File: src/hdl/four_channel_dma_controller_unit_macros.svh
// Assertion macros used by the top-level file, which checks itself.
`ifndef FOUR_CHANNEL_DMA_CONTROLLER_UNIT_MACROS_SVH
`define FOUR_CHANNEL_DMA_CONTROLLER_UNIT_MACROS_SVH

// Implication checked at every rising clock edge outside reset.
`define FCD_ASSERT_IMPL(label, clk, rst_n, ante, cons, msg) \
	label: assert property (@(posedge clk) disable iff (!rst_n) (ante) |-> (cons)) \
		else $error(msg);

// Next-cycle implication checked outside reset.
`define FCD_ASSERT_NEXT(label, clk, rst_n, ante, cons, msg) \
	label: assert property (@(posedge clk) disable iff (!rst_n) (ante) |=> (cons)) \
		else $error(msg);

`endif

File: src/hdl/fcdma_pkg.sv
package fcdma_pkg;

	localparam int unsigned CHANNELS_DEF    = 4;
	localparam logic [31:0] LATCH_BELOW_DEF = 32'h0200_0000;

	localparam logic [31:0] MASK_27  = 32'h07FF_FFFF;
	localparam logic [31:0] MASK_28  = 32'h0FFF_FFFF;
	localparam logic [15:0] CMASK_14 = 16'h3FFF;
	localparam logic [15:0] CMASK_16 = 16'hFFFF;
	localparam logic [3:0]  STEP_MASK = 4'hF;

	localparam logic [1:0] MODE_REG  = 2'd0;
	localparam logic [1:0] MODE_TICK = 2'd1;
	localparam logic [1:0] MODE_RDAT = 2'd2;

	localparam logic [1:0] PER_HBLANK = 2'd1;
	localparam logic [1:0] PER_VBLANK = 2'd2;

	localparam logic [1:0] REG_SRC = 2'd0;
	localparam logic [1:0] REG_DST = 2'd1;
	localparam logic [1:0] REG_CNT = 2'd2;
	localparam logic [1:0] REG_CTL = 2'd3;

	localparam logic [1:0] START_NOW    = 2'd0;
	localparam logic [1:0] START_VBLANK = 2'd1;
	localparam logic [1:0] START_HBLANK = 2'd2;

	localparam logic [1:0] ADDR_DEC   = 2'd1;
	localparam logic [1:0] ADDR_FIXED = 2'd2;

	// Classified input item, as it leaves the front part.
	typedef struct packed {
		logic [1:0]  mode;
		logic [1:0]  channel;
		logic [1:0]  reg_select;
		logic [31:0] value;
		logic [1:0]  period;
	} cmd_t;

	// Result item.
	typedef struct packed {
		logic        kind;
		logic [31:0] address;
		logic [31:0] data;
		logic        is_halfword;
		logic        sequential;
		logic [1:0]  xfer_channel;
		logic        transfer_done;
	} res_t;

	function automatic logic [3:0] make_step(input logic [1:0] typ, input logic wrd);
		logic [3:0] sz;
		sz = wrd ? 4'd4 : 4'd2;
		case (typ)
			ADDR_DEC:   make_step = (4'd0 - sz) & STEP_MASK;
			ADDR_FIXED: make_step = 4'd0;
			default:    make_step = sz;
		endcase
	endfunction

	function automatic logic [31:0] apply_step(input logic [31:0] a, input logic [3:0] s);
		apply_step = a + {{28{s[3]}}, s};
	endfunction

endpackage

File: src/hdl/fcdma_front.sv
module fcdma_front
	import fcdma_pkg::*;
(
	input  logic        clk,
	input  logic        arst_n,
	input  logic        in_valid,
	output logic        in_ready,
	input  logic [1:0]  in_user,
	input  logic [69:0] in_data,
	output logic        q_valid,
	input  logic        q_ready,
	output cmd_t        q_cmd
);
	// Two-entry queue; read data is folded into value for data returns.
	cmd_t       mem_q [2];
	logic       wp_q, rp_q;
	logic [1:0] cnt_q;
	cmd_t       c;
	logic       push, pop;

	always_comb begin
		c.mode       = in_user;
		c.channel    = in_data[1:0];
		c.reg_select = in_data[3:2];
		c.period     = in_data[37:36];
		c.value      = (in_user == MODE_RDAT) ? in_data[69:38] : in_data[35:4];
	end

	assign in_ready = (cnt_q != 2'd2);
	assign q_valid  = (cnt_q != 2'd0);
	assign q_cmd    = mem_q[rp_q];
	assign push     = in_valid && in_ready;
	assign pop      = q_valid && q_ready;

	always_ff @(posedge clk) begin
		if (push) mem_q[wp_q] <= c;
	end

	always_ff @(posedge clk or negedge arst_n) begin
		if (!arst_n) begin
			wp_q <= 1'b0; rp_q <= 1'b0; cnt_q <= 2'd0;
		end else begin
			if (push) wp_q <= ~wp_q;
			if (pop)  rp_q <= ~rp_q;
			cnt_q <= cnt_q + {1'b0, push} - {1'b0, pop};
		end
	end
endmodule

File: src/hdl/fcdma_back.sv
module fcdma_back
	import fcdma_pkg::*;
#(
	parameter int unsigned CHANNELS    = CHANNELS_DEF,
	parameter logic [31:0] LATCH_BELOW = LATCH_BELOW_DEF
) (
	input  logic  clk,
	input  logic  arst_n,
	input  logic  q_valid,
	output logic  q_ready,
	input  cmd_t  q_cmd,
	output logic  out_valid,
	input  logic  out_ready,
	output res_t  out_res
);
	logic [31:0] src_q [4], dst_q [4], csrc_q [4], cdst_q [4];
	logic [15:0] cnt_q [4], ctl_q [4];
	logic [16:0] rem_q [4];
	logic [3:0]  sst_q [4], dst_st_q [4];
	logic [3:0]  half_q, seq_q, act_q;
	logic [7:0]  pend_q;
	logic [31:0] latch_q;
	logic        await_q;
	res_t        res_q;
	logic        ov_q;

	logic        take;
	assign q_ready   = !ov_q || out_ready;
	assign take      = q_valid && q_ready;
	assign out_valid = ov_q;
	assign out_res   = res_q;

	always_ff @(posedge clk or negedge arst_n) begin
		logic [3:0]  act, half, seq, cand;
		logic [7:0]  pend;
		logic [15:0] ctl [4];
		logic [16:0] rem [4];
		logic [31:0] cs [4], cd [4];
		logic [3:0]  ss [4], ds [4];
		logic        found, emitv, dodw;
		logic [1:0]  ch, cc;
		logic [31:0] wd;
		logic [15:0] cm;
		logic [16:0] rn;
		res_t        r;
		if (!arst_n) begin
			for (int i = 0; i < 4; i++) begin
				src_q[i] <= '0; dst_q[i] <= '0; csrc_q[i] <= '0; cdst_q[i] <= '0;
				cnt_q[i] <= '0; ctl_q[i] <= '0; rem_q[i] <= '0;
				sst_q[i] <= '0; dst_st_q[i] <= '0;
			end
			half_q <= '0; seq_q <= '0; act_q <= '0; pend_q <= '0;
			latch_q <= '0; await_q <= 1'b0; ov_q <= 1'b0; res_q <= '0;
		end else begin
			if (!take && out_ready) ov_q <= 1'b0;
			if (take) begin
				act = act_q; half = half_q; seq = seq_q; pend = pend_q;
				ctl = ctl_q; rem = rem_q; cs = csrc_q; cd = cdst_q;
				ss = sst_q; ds = dst_st_q;
				emitv = 1'b0; dodw = 1'b0; ch = 2'd0; wd = '0; found = 1'b0;
				r = '0; cand = '0; cc = 2'd0;
				case (q_cmd.mode)
					MODE_REG: begin
						if (32'(q_cmd.channel) < CHANNELS) begin
							case (q_cmd.reg_select)
								REG_SRC: src_q[q_cmd.channel] <= q_cmd.value;
								REG_DST: dst_q[q_cmd.channel] <= q_cmd.value;
								REG_CNT: cnt_q[q_cmd.channel] <= q_cmd.value[15:0];
								default: ctl[q_cmd.channel] = q_cmd.value[15:0];
							endcase
						end
					end
					MODE_TICK: begin
						if (!await_q) begin
							for (int i = 0; i < 4; i++) begin
								if (i < CHANNELS) begin
									if (!ctl[i][15]) begin
										act[i] = 1'b0; pend[i] = 1'b0; pend[i+4] = 1'b0;
									end else if (!(act[i] || pend[i] || pend[i+4])) begin
										cm = (i == 3) ? CMASK_16 : CMASK_14;
										rem[i] = ((cnt_q[i] & cm) != 0) ? {1'b0, cnt_q[i] & cm}
											: {1'b0, cm} + 17'd1;
										cs[i] = src_q[i] & ((i == 0) ? MASK_27 : MASK_28);
										cd[i] = dst_q[i] & ((i == 3) ? MASK_28 : MASK_27);
										half[i] = !ctl[i][10];
										ds[i] = make_step(ctl[i][6:5], ctl[i][10]);
										ss[i] = make_step(ctl[i][8:7], ctl[i][10]);
										seq[i] = 1'b0;
										case (ctl[i][13:12])
											START_NOW:    act[i] = 1'b1;
											START_VBLANK: pend[i+4] = 1'b1;
											START_HBLANK: pend[i] = 1'b1;
											default:      ctl[i][15] = 1'b0;
										endcase
									end
								end
							end
							if (q_cmd.period == PER_HBLANK) cand = pend[3:0];
							else if (q_cmd.period == PER_VBLANK) cand = pend[7:4];
							for (int i = 3; i >= 0; i--) if (cand[i]) cc = 2'(i);
							if (cand != 0) begin
								if (q_cmd.period == PER_VBLANK) pend[{1'b1, cc}] = 1'b0;
								else pend[{1'b0, cc}] = 1'b0;
								act[cc] = 1'b1;
							end
							for (int i = 3; i >= 0; i--) if (act[i]) begin
								ch = 2'(i); found = 1'b1;
							end
							if (found) begin
								if (cs[ch] < LATCH_BELOW) begin
									dodw = 1'b1; wd = latch_q;
								end else begin
									await_q <= 1'b1; emitv = 1'b1;
									r.kind = 1'b0; r.address = cs[ch]; r.data = '0;
									r.is_halfword = half[ch]; r.sequential = seq[ch];
									r.xfer_channel = ch; r.transfer_done = 1'b0;
								end
							end
						end
					end
					MODE_RDAT: begin
						if (await_q) begin
							await_q <= 1'b0;
							for (int i = 3; i >= 0; i--) if (act[i]) begin
								ch = 2'(i); found = 1'b1;
							end
							if (found) begin
								wd = q_cmd.value;
								if (half[ch]) begin
									wd = {16'd0, wd[15:0]};
									latch_q <= {wd[15:0], wd[15:0]};
								end else latch_q <= wd;
								dodw = 1'b1;
							end
						end
					end
					default: ;
				endcase
				if (dodw) begin
					if (half[ch]) wd = {16'd0, wd[15:0]};
					rn = rem[ch] - 17'd1;
					rem[ch] = rn;
					r.kind = 1'b1; r.address = cd[ch]; r.data = wd;
					r.is_halfword = half[ch]; r.sequential = seq[ch];
					r.xfer_channel = ch; r.transfer_done = (rn == 17'd0);
					if (rn == 17'd0) begin
						act[ch] = 1'b0; ctl[ch][15] = 1'b0;
					end
					seq[ch] = 1'b1;
					cs[ch] = apply_step(cs[ch], ss[ch]);
					cd[ch] = apply_step(cd[ch], ds[ch]);
					emitv = 1'b1;
				end
				act_q <= act; half_q <= half; seq_q <= seq; pend_q <= pend;
				ctl_q <= ctl; rem_q <= rem; csrc_q <= cs; cdst_q <= cd;
				sst_q <= ss; dst_st_q <= ds;
				if (emitv) begin
					ov_q <= 1'b1; res_q <= r;
				end else if (out_ready) begin
					ov_q <= 1'b0;
				end
			end
		end
	end
endmodule

File: src/hdl/four_channel_dma_controller_unit.sv
// Channel   Group   Fields (lowest bit up)
// s_axis    tuser   mode[1:0]
//           tdata   channel[1:0] reg_select[3:2] write_value[35:4] period[37:36]
//                   read_data[69:38], zero-filled to 72 bits
// m_axis    tuser   kind
//           tlast   transfer_done
//           tdata   address[31:0] data[63:32] is_halfword[64] sequential[65]
//                   xfer_channel[67:66], zero-filled to 72 bits
//
// An input transfer lands in a two-entry queue, from which the back part takes it when
// ready, and registers its bus transfer, which is offered on m_axis the following cycle.
// The back part handles one item per cycle while m_axis is not stalled, so items may follow back to back.
// While a result waits unaccepted the back part takes nothing and the queue fills;
// s_axis_tready falls once both entries are held.
// arst_n clears all channel state and the queue asynchronously.
`include "four_channel_dma_controller_unit_macros.svh"
module four_channel_dma_controller_unit
	import fcdma_pkg::*;
#(
	parameter int unsigned CHANNELS    = CHANNELS_DEF,
	parameter logic [31:0] LATCH_BELOW = LATCH_BELOW_DEF
) (
	input  logic        clk,
	input  logic        arst_n,
	input  logic        s_axis_tvalid,
	output logic        s_axis_tready,
	input  logic [1:0]  s_axis_tuser,  // mode
	input  logic [71:0] s_axis_tdata,  // channel, reg_select, write_value, period, read_data
	output logic        m_axis_tvalid,
	input  logic        m_axis_tready,
	output logic        m_axis_tuser,  // kind
	output logic        m_axis_tlast,
	output logic [71:0] m_axis_tdata   // address, data, is_halfword, sequential, xfer_channel
);
	logic q_valid, q_ready;
	cmd_t q_cmd;
	res_t res;

	fcdma_front u_front (
		.clk, .arst_n,
		.in_valid(s_axis_tvalid), .in_ready(s_axis_tready),
		.in_user(s_axis_tuser), .in_data(s_axis_tdata[69:0]),
		.q_valid, .q_ready, .q_cmd
	);

	fcdma_back #(.CHANNELS(CHANNELS), .LATCH_BELOW(LATCH_BELOW)) u_back (
		.clk, .arst_n, .q_valid, .q_ready, .q_cmd,
		.out_valid(m_axis_tvalid), .out_ready(m_axis_tready), .out_res(res)
	);

	assign m_axis_tuser = res.kind;
	assign m_axis_tlast = res.transfer_done;
	assign m_axis_tdata = {4'b0000, res.xfer_channel, res.sequential, res.is_halfword,
		res.data, res.address};

	`FCD_ASSERT_NEXT(a_hold, clk, arst_n, m_axis_tvalid && !m_axis_tready, m_axis_tvalid && $stable({m_axis_tlast, m_axis_tuser, m_axis_tdata}), "result dropped under stall")
	`FCD_ASSERT_IMPL(a_rd_nodata, clk, arst_n, m_axis_tvalid && !res.kind, res.data == 32'd0 && !res.transfer_done, "read request with data")
endmodule
File: config.mk
export PLATFORM = sky130hd
export DESIGN_NAME = four_channel_dma_controller_unit
export DESIGN_NICKNAME = d
export VERILOG_FILES = /design/src/hdl/fcdma_pkg.sv /design/src/hdl/fcdma_front.sv /design/src/hdl/fcdma_back.sv /design/src/hdl/four_channel_dma_controller_unit.sv
export VERILOG_INCLUDE_DIRS = /design/src /design/src/hdl
export SDC_FILE = /design/constraint.sdc
export NUM_CORES = 2
export LEC_CHECK = 0
export BUFFER_PORTS_ARGS = -buffer_cell sky130_fd_sc_hd__clkbuf_2
export CAP_MARGIN = 5
export CORE_ASPECT_RATIO = 1.4
export CORE_MARGIN = 10
export CORE_UTILIZATION = 59
export DETAILED_ROUTE_END_ITERATION = 7
export PLACE_DENSITY = 0.76
export SYNTH_ARGS = -nofsm -noshare
export SYNTH_HDL_FRONTEND = slang
export SYNTH_HIERARCHICAL = 1
export SYNTH_SLANG_ARGS = --single-unit
File: constraint.sdc
create_clock -name clk -period 15.3 [get_ports clk]
set_input_delay 1.53 -clock clk [delete_from_list [all_inputs] [get_ports clk]]
set_output_delay 1.53 -clock clk [all_outputs]
set_load 0.05 [all_outputs]
== Yosys cells after proc, flatten, opt, wreduce, memory -nomap -nowiden ==
Memories as Yosys holds them, arrays and structs flattened.
Index checks and enable logic that the tools add are counted.
W data, S select, Z words.

* $add $sub $neg: 9
* Order comparisons: 16
* Equal/unequal tests: 32
* Mux-type cells: 384
* Bitwise operators: 16
* Reduce and logical (&&, ||, !) cells: 50

{| class="wikitable"
|+ Operators by type and width
! cell !! number
|-
| $mux W32 || 45
|-
| $mux W128 || 8
|-
| $bwmux W128 || 4
|-
| $mux W68 || 4
|-
| $mux W70 || 3
|-
| $mux W17 || 12
|-
| $bmux W32 S2 || 3
|-
| $mux W64 || 3
|-
| $mux W1 || 174
|-
| $mux W15 || 11
|-
| $mux W4 || 41
|-
| $mux W69 || 2
|-
| $bwmux W64 || 2
|-
| $demux W32 S2 || 2
|-
| $mux W16 || 8
|-
| $reduce_bool A32 Y1 || 4
|-
| $bwmux W68 || 1
|-
| $add A32 B32 Y32 || 2
|-
| $and A64 B64 Y64 || 1
|-
| $demux W16 S2 || 2
|-
| $not A64 Y64 || 1
|-
| $pmux W32 S2 || 1
|-
| $pmux W4 S2 || 8
|-
| $mux W2 || 24
|-
| other kinds (43) || 141
|}

* Register bits after elaboration: 868
* RAM bits: 80
* Bits of input ports: 78
* Output and inout bits: 76
* Logic and storage cells: 561
* Memories: 1

{| class="wikitable"
|+ Memory list
! memory !! depth !! bits a word !! rd ports !! clocked after memory_dff !! write ports !! RTL line !! RTL
|-
| u_front.mem_q || 2 || 40 || 1 || 0 || 1 || fcdma_front.sv:15 || <nowiki>cmd_t mem_q [2];</nowiki>
|}

== Depth between registers and ports, before layout ==
* Depth in word-level cells: 49
* Gate-level depth with buffers: 33
* Mapped depth without buffers: 26

== Hierarchy ==
The synthesis kept the hierarchy.

{| class="wikitable"
|+ By module, submodules not included
! module !! times used !! cells each !! area each (um2) !! sequential area each (um2)
|-
| fcdma_back || 1 || 5040 || 44751.7 || 19769.0
|-
| fcdma_front || 1 || 184 || 3549.7 || 2502.4
|-
| four_channel_dma_controller_unit || 1 || 5 || 33.8 || 0.0
|}

== Least setup slack after synthesis ==
Ideal clock, no wire load.

* Path type: flip-flop to flip-flop
* Start point: register u_front.rp_q
* End point: register u_back/cdst_q[126] (netlist bit)
* Setup time: 0.136 ns
* Arrival: 8.284 ns
* Data required time: 15.164 ns
* Path slack: 6.880 ns
* Cell stages (with the launch flop): 27
* Path buffers: 6
* Period minus slack after synthesis: 8.420 ns
* Path through: dfrtp_1 -> buf_2 -> buf_2 -> mux2_2 -> ha_1 -> nor2b_1 -> clkbuf_1 -> nand2_1 -> buf_1 -> buf_1 -> clkbuf_1 -> mux2i_1 -> o21ai_0 -> ha_1 -> a21oi_1 -> o21ai_0 -> nor2b_1 -> a211oi_1 -> o41ai_1 -> o41ai_1 -> o211ai_1 -> and3_1 -> a2111oi_0 -> o21ai_0 -> a31oi_1 -> xor2_1 -> o21ai_0

{| class="wikitable"
|+ RTL lines
! element !! RTL line !! RTL
|-
| start: declaration || fcdma_front.sv:16 || <nowiki>logic wp_q, rp_q;</nowiki>
|-
| start signal: assignment || fcdma_front.sv:44 || <nowiki>if (pop) rp_q <= ~rp_q;</nowiki>
|-
| end signal: indexed assignment || fcdma_back.sv:48 || <nowiki>src_q[i] <= '0; dst_q[i] <= '0; csrc_q[i] <= '0; cdst_q[i] <= '0;</nowiki>
|-
| end signal: assignment || fcdma_back.sv:155 || <nowiki>ctl_q <= ctl; rem_q <= rem; csrc_q <= cs; cdst_q <= cd;</nowiki>
|-
| end: declaration || fcdma_back.sv:16 || <nowiki>logic [31:0] src_q [4], dst_q [4], csrc_q [4], cdst_q [4];</nowiki>
|}

==> impl_metrics.tcl <==
set metrics [dict create \
    status "finished with violations" \
    violations "max-slew violations" \
    power_density_nw_per_um2 219 \
    die_w_um 262 \
    grt_overflow_total 0 \
    nFillCells 6589 \
    synthCells 5229 \
    firstDrtPassIters 7 \
    ys_async_sr_fraction_pct 90.8 \
    synth_area_leaders "dfrtp_1, mux2_2, nand2_1" \
    fmax_ghz 0.100 \
    startpoint_type "flip-flop" \
    ir_worst_vdd_v 0.000150 \
    clock_power_share_pct 19.9 \
    routed_wl_um 177000 \
    wl_per_cell_um 28.1 \
    reg2reg_slack_ps 5340 \
    grt_pass1_wl_um 265000 \
    cts_tree "done" \
    yosysTopAreaCell "dfrtp_1" \
    rsz0062_at_grt "false" \
    ioPinCount 154 \
    finalHoldViolCount 0 \
    skew_ps 33.1 \
    yosys_register_bits 874 \
    comb_power_share_pct 48.0 \
    dr.first_iter.drc_count 6102 \
    maxCapViolCount 0 \
    hpwl_um 106000 \
    ys_types 97 \
    r2r-end "u_back/cdst_q[28]" \
    synth_flop_cell "dfrtp_1" \
    final_antenna_net_count 0 \
    worstSetupPathType "reg -> reg" \
    setup_viol 0 \
    synth_area_per_cell_um2 9.24 \
    worstHoldPathType "reg -> reg" \
    tightestPinTransition_ps 1520 \
    endpoint_kind "flip-flop" \
    layout-drive-gt1-share_pct 16.9 \
    min_period_over_period_pct 65.1 \
    p_total_mw 11.6 \
    cts_resized 0 \
    worstRegToRegCells 28 \
    portBuffers 147 \
    grt_max_degree 157 \
    syn2layout_area_growth_pct 9.44 \
    cts_made_buffers 86 \
    ys_seq_area_share_pct 46.1 \
    slowest_delay_ps 820 \
    critPathSlowestCell "o41ai_1" \
    p_switching_mw 5.35 \
    worstHoldStart "u_back/rem_q[8]" \
    fin_crit_ps 9960 \
    routabilityCongestion 0.962 \
    first_global_vias 42881 \
    die_y_um 359 \
    crit_start "u_front/rp_q" \
    swShare_pct 46.2 \
    clkTransAtPathRegs_ps 60 \
    post-cts-setup-buffer-count 0 \
    yosys_warnings 6 \
    cts_hold_buf 0 \
    via_per_inst 6.97 \
    synth_edf_count 80 \
    finalMaxSlewViolations 1 \
    cp_max_fo 41 \
    vias 43803 \
    die_area_um2 93900 \
    cts_sinks 874 \
    row_count 124 \
    r2r_start "u_front/rp_q" \
    required_ps 15840 \
    core_area_um2 81500 \
    min_delay_path_depth 2 \
    initial_core_util_pct 59.3 \
    synth.most_common_cell "nand2_1" \
    slew_headroom_pct -1.36 \
    p_int_mw 6.24 \
    min_delay_worst_endpoint "u_back/rem_q[8]" \
    utilization_pct 64.9 \
    cp.arrival_ps 10500 \
    seqPwrFrac_pct 32.1 \
    nets 5306 \
    synth_top_area_share_pct 41.1 \
    clk_latency_ps 710 \
    grt_antenna_before_repair 6 \
    synthTopCellsByCount "nand2_1, dfrtp_1, nor2_1" \
    drc 0 \
    cts_root_buf "clkbuf_16" \
    htreeDepth 3 \
    finalSetupTns_ps 0 \
    clockBufferDepth 3 \
    synth_area_um2 48300 \
    p_leak_nw 23.6 \
    critPathMostFrequentCell "buf_4" \
    grt_usage_pct 37.3 \
]
## critical path: cells and delay by family (launching register included)
kind | cells | cell delay [ps]
buffers and inverters | 4 | 1920
multiplexers | 1 | 460
AO/OA/AOI/OAI | 16 | 4900
adder cells (fa/ha/maj) | 1 | 490
XOR/XNOR | 1 | 370
flip-flops | 1 | 340
AND/OR/NAND/NOR | 5 | 1220
## metal layers
layer / track usage [%] / up-vias / part of all wire, % / wire length (um)
met1: 44.5 / 21150 / 35 / 61600
li1: - / 18606 / - / -
met4: 26.6 / 8 / 8.3 / 14700
met5: 0 / - / 0.031 / 54
met2: 57.7 / 3118 / 45 / 78800
met3: 10.2 / 921 / 12 / 21800
## area by class of cell
type	count	area, um2	share of cell area, %
inverter	64	240	0.454
antenna	1	2.50	0.00473
multi-input combinational	3867	24400	46.1
tap	1071	1340	2.53
clock inverter	35	574	1.09
sequential	874	22300	42.1
timing repair buffer	257	1610	3.04
clock buffer	119	2450	4.63
## cells in the final DEF (no fill, tap or decap), types with 11 or more instances in the layout
master,count
nor2_1,428
and3_1,103
and2_1,19
a21oi_1,157
nand2b_1,14
bufinv_16,11
o21a_1,12
a22o_1,64
inv_1,64
buf_4,107
a221oi_1,15
nor4_1,23
xnor2_1,61
nand4_1,23
o21ai_0,348
a31oi_1,183
a22oi_1,54
clkbuf_8,17
nor3_1,47
a211oi_1,98
nand2_1,928
ha_1,76
nand3_1,164
clkbuf_2,146
edfxtp_1,80
dfrtp_1,793
a21o_1,25
mux2_2,390
xor2_1,46
clkbuf_1,15
or3_1,14
o21bai_1,16
a311oi_1,40
clkbuf_16,86
o22ai_1,129
nor2_4,14
o211ai_1,23
a2bb2oi_1,65
o22a_1,12
mux2i_1,90
## worst max path at each step
stage / end / slack, ps / cells past startpoint
4_1_cts: u_back/cdst_q[92] / 5830 / 28
3_5_place_dp: u_back/cdst_q[92] / 5970 / 28
3_3_place_gp: u_back/cdst_q[92] / 6030 / 28
6_report: u_back/cdst_q[28] / 5340 / 28
2_1_floorplan: u_back/cdst_q[126] / 6880 / 26
5_1_grt: u_back/cdst_q[124] / 5180 / 28
## kinds of logic (layout without fill, tap and decap cells)
kind of cell	after synthesis	count (layout)	share of synthesized area, %
simple gates	1865	1865	16.7
compound gates	1325	1325	17.9
flops	874	874	46.1
buf+inv	491	475	4.14
mux	488	488	11.2
xor+xnor	107	107	1.94
fa+ha+maj	78	78	2.05
other cells	1	5	0.00776
## power groups by stage
| stage | logic [mW] | clock network [mW] | registers (mW) |
|---|---|---|---|
| 2_1_floorplan | 3.41 | 0 | 3.81 |
| 3_3_place_gp | 5.24 | 0 | 3.70 |
| 3_5_place_dp | 5.33 | 0 | 3.73 |
| 4_1_cts | 5.36 | 2.32 | 3.70 |
| 5_1_grt | 5.84 | 2.41 | 3.82 |
| 6_report | 5.56 | 2.31 | 3.73 |
## sequential cells by signal (all words and copies together) (netlist names), 58 cells and up
signal          count
u_back/dst_q      109
u_back/out_res     70
u_back/src_q      111
u_back/cnt_q       58
u_back/csrc_q     128
u_back/rem_q       68
u_front/mem_q      80
u_back/cdst_q     128
## per-stage QoR
step	hold slack (ps)	std cells	setup WS [ps]	area [um2]
final	470	6288	5340	52900
after global routing	499	6287	5180	52900
after CTS	471	6287	5830	52900
after detailed placement	456	6133	5970	49900
after global placement	449	6133	6030	49900
after floorplan	438	5232	6880	48300
No activity file was read; power rests on OpenSTA's default activity.
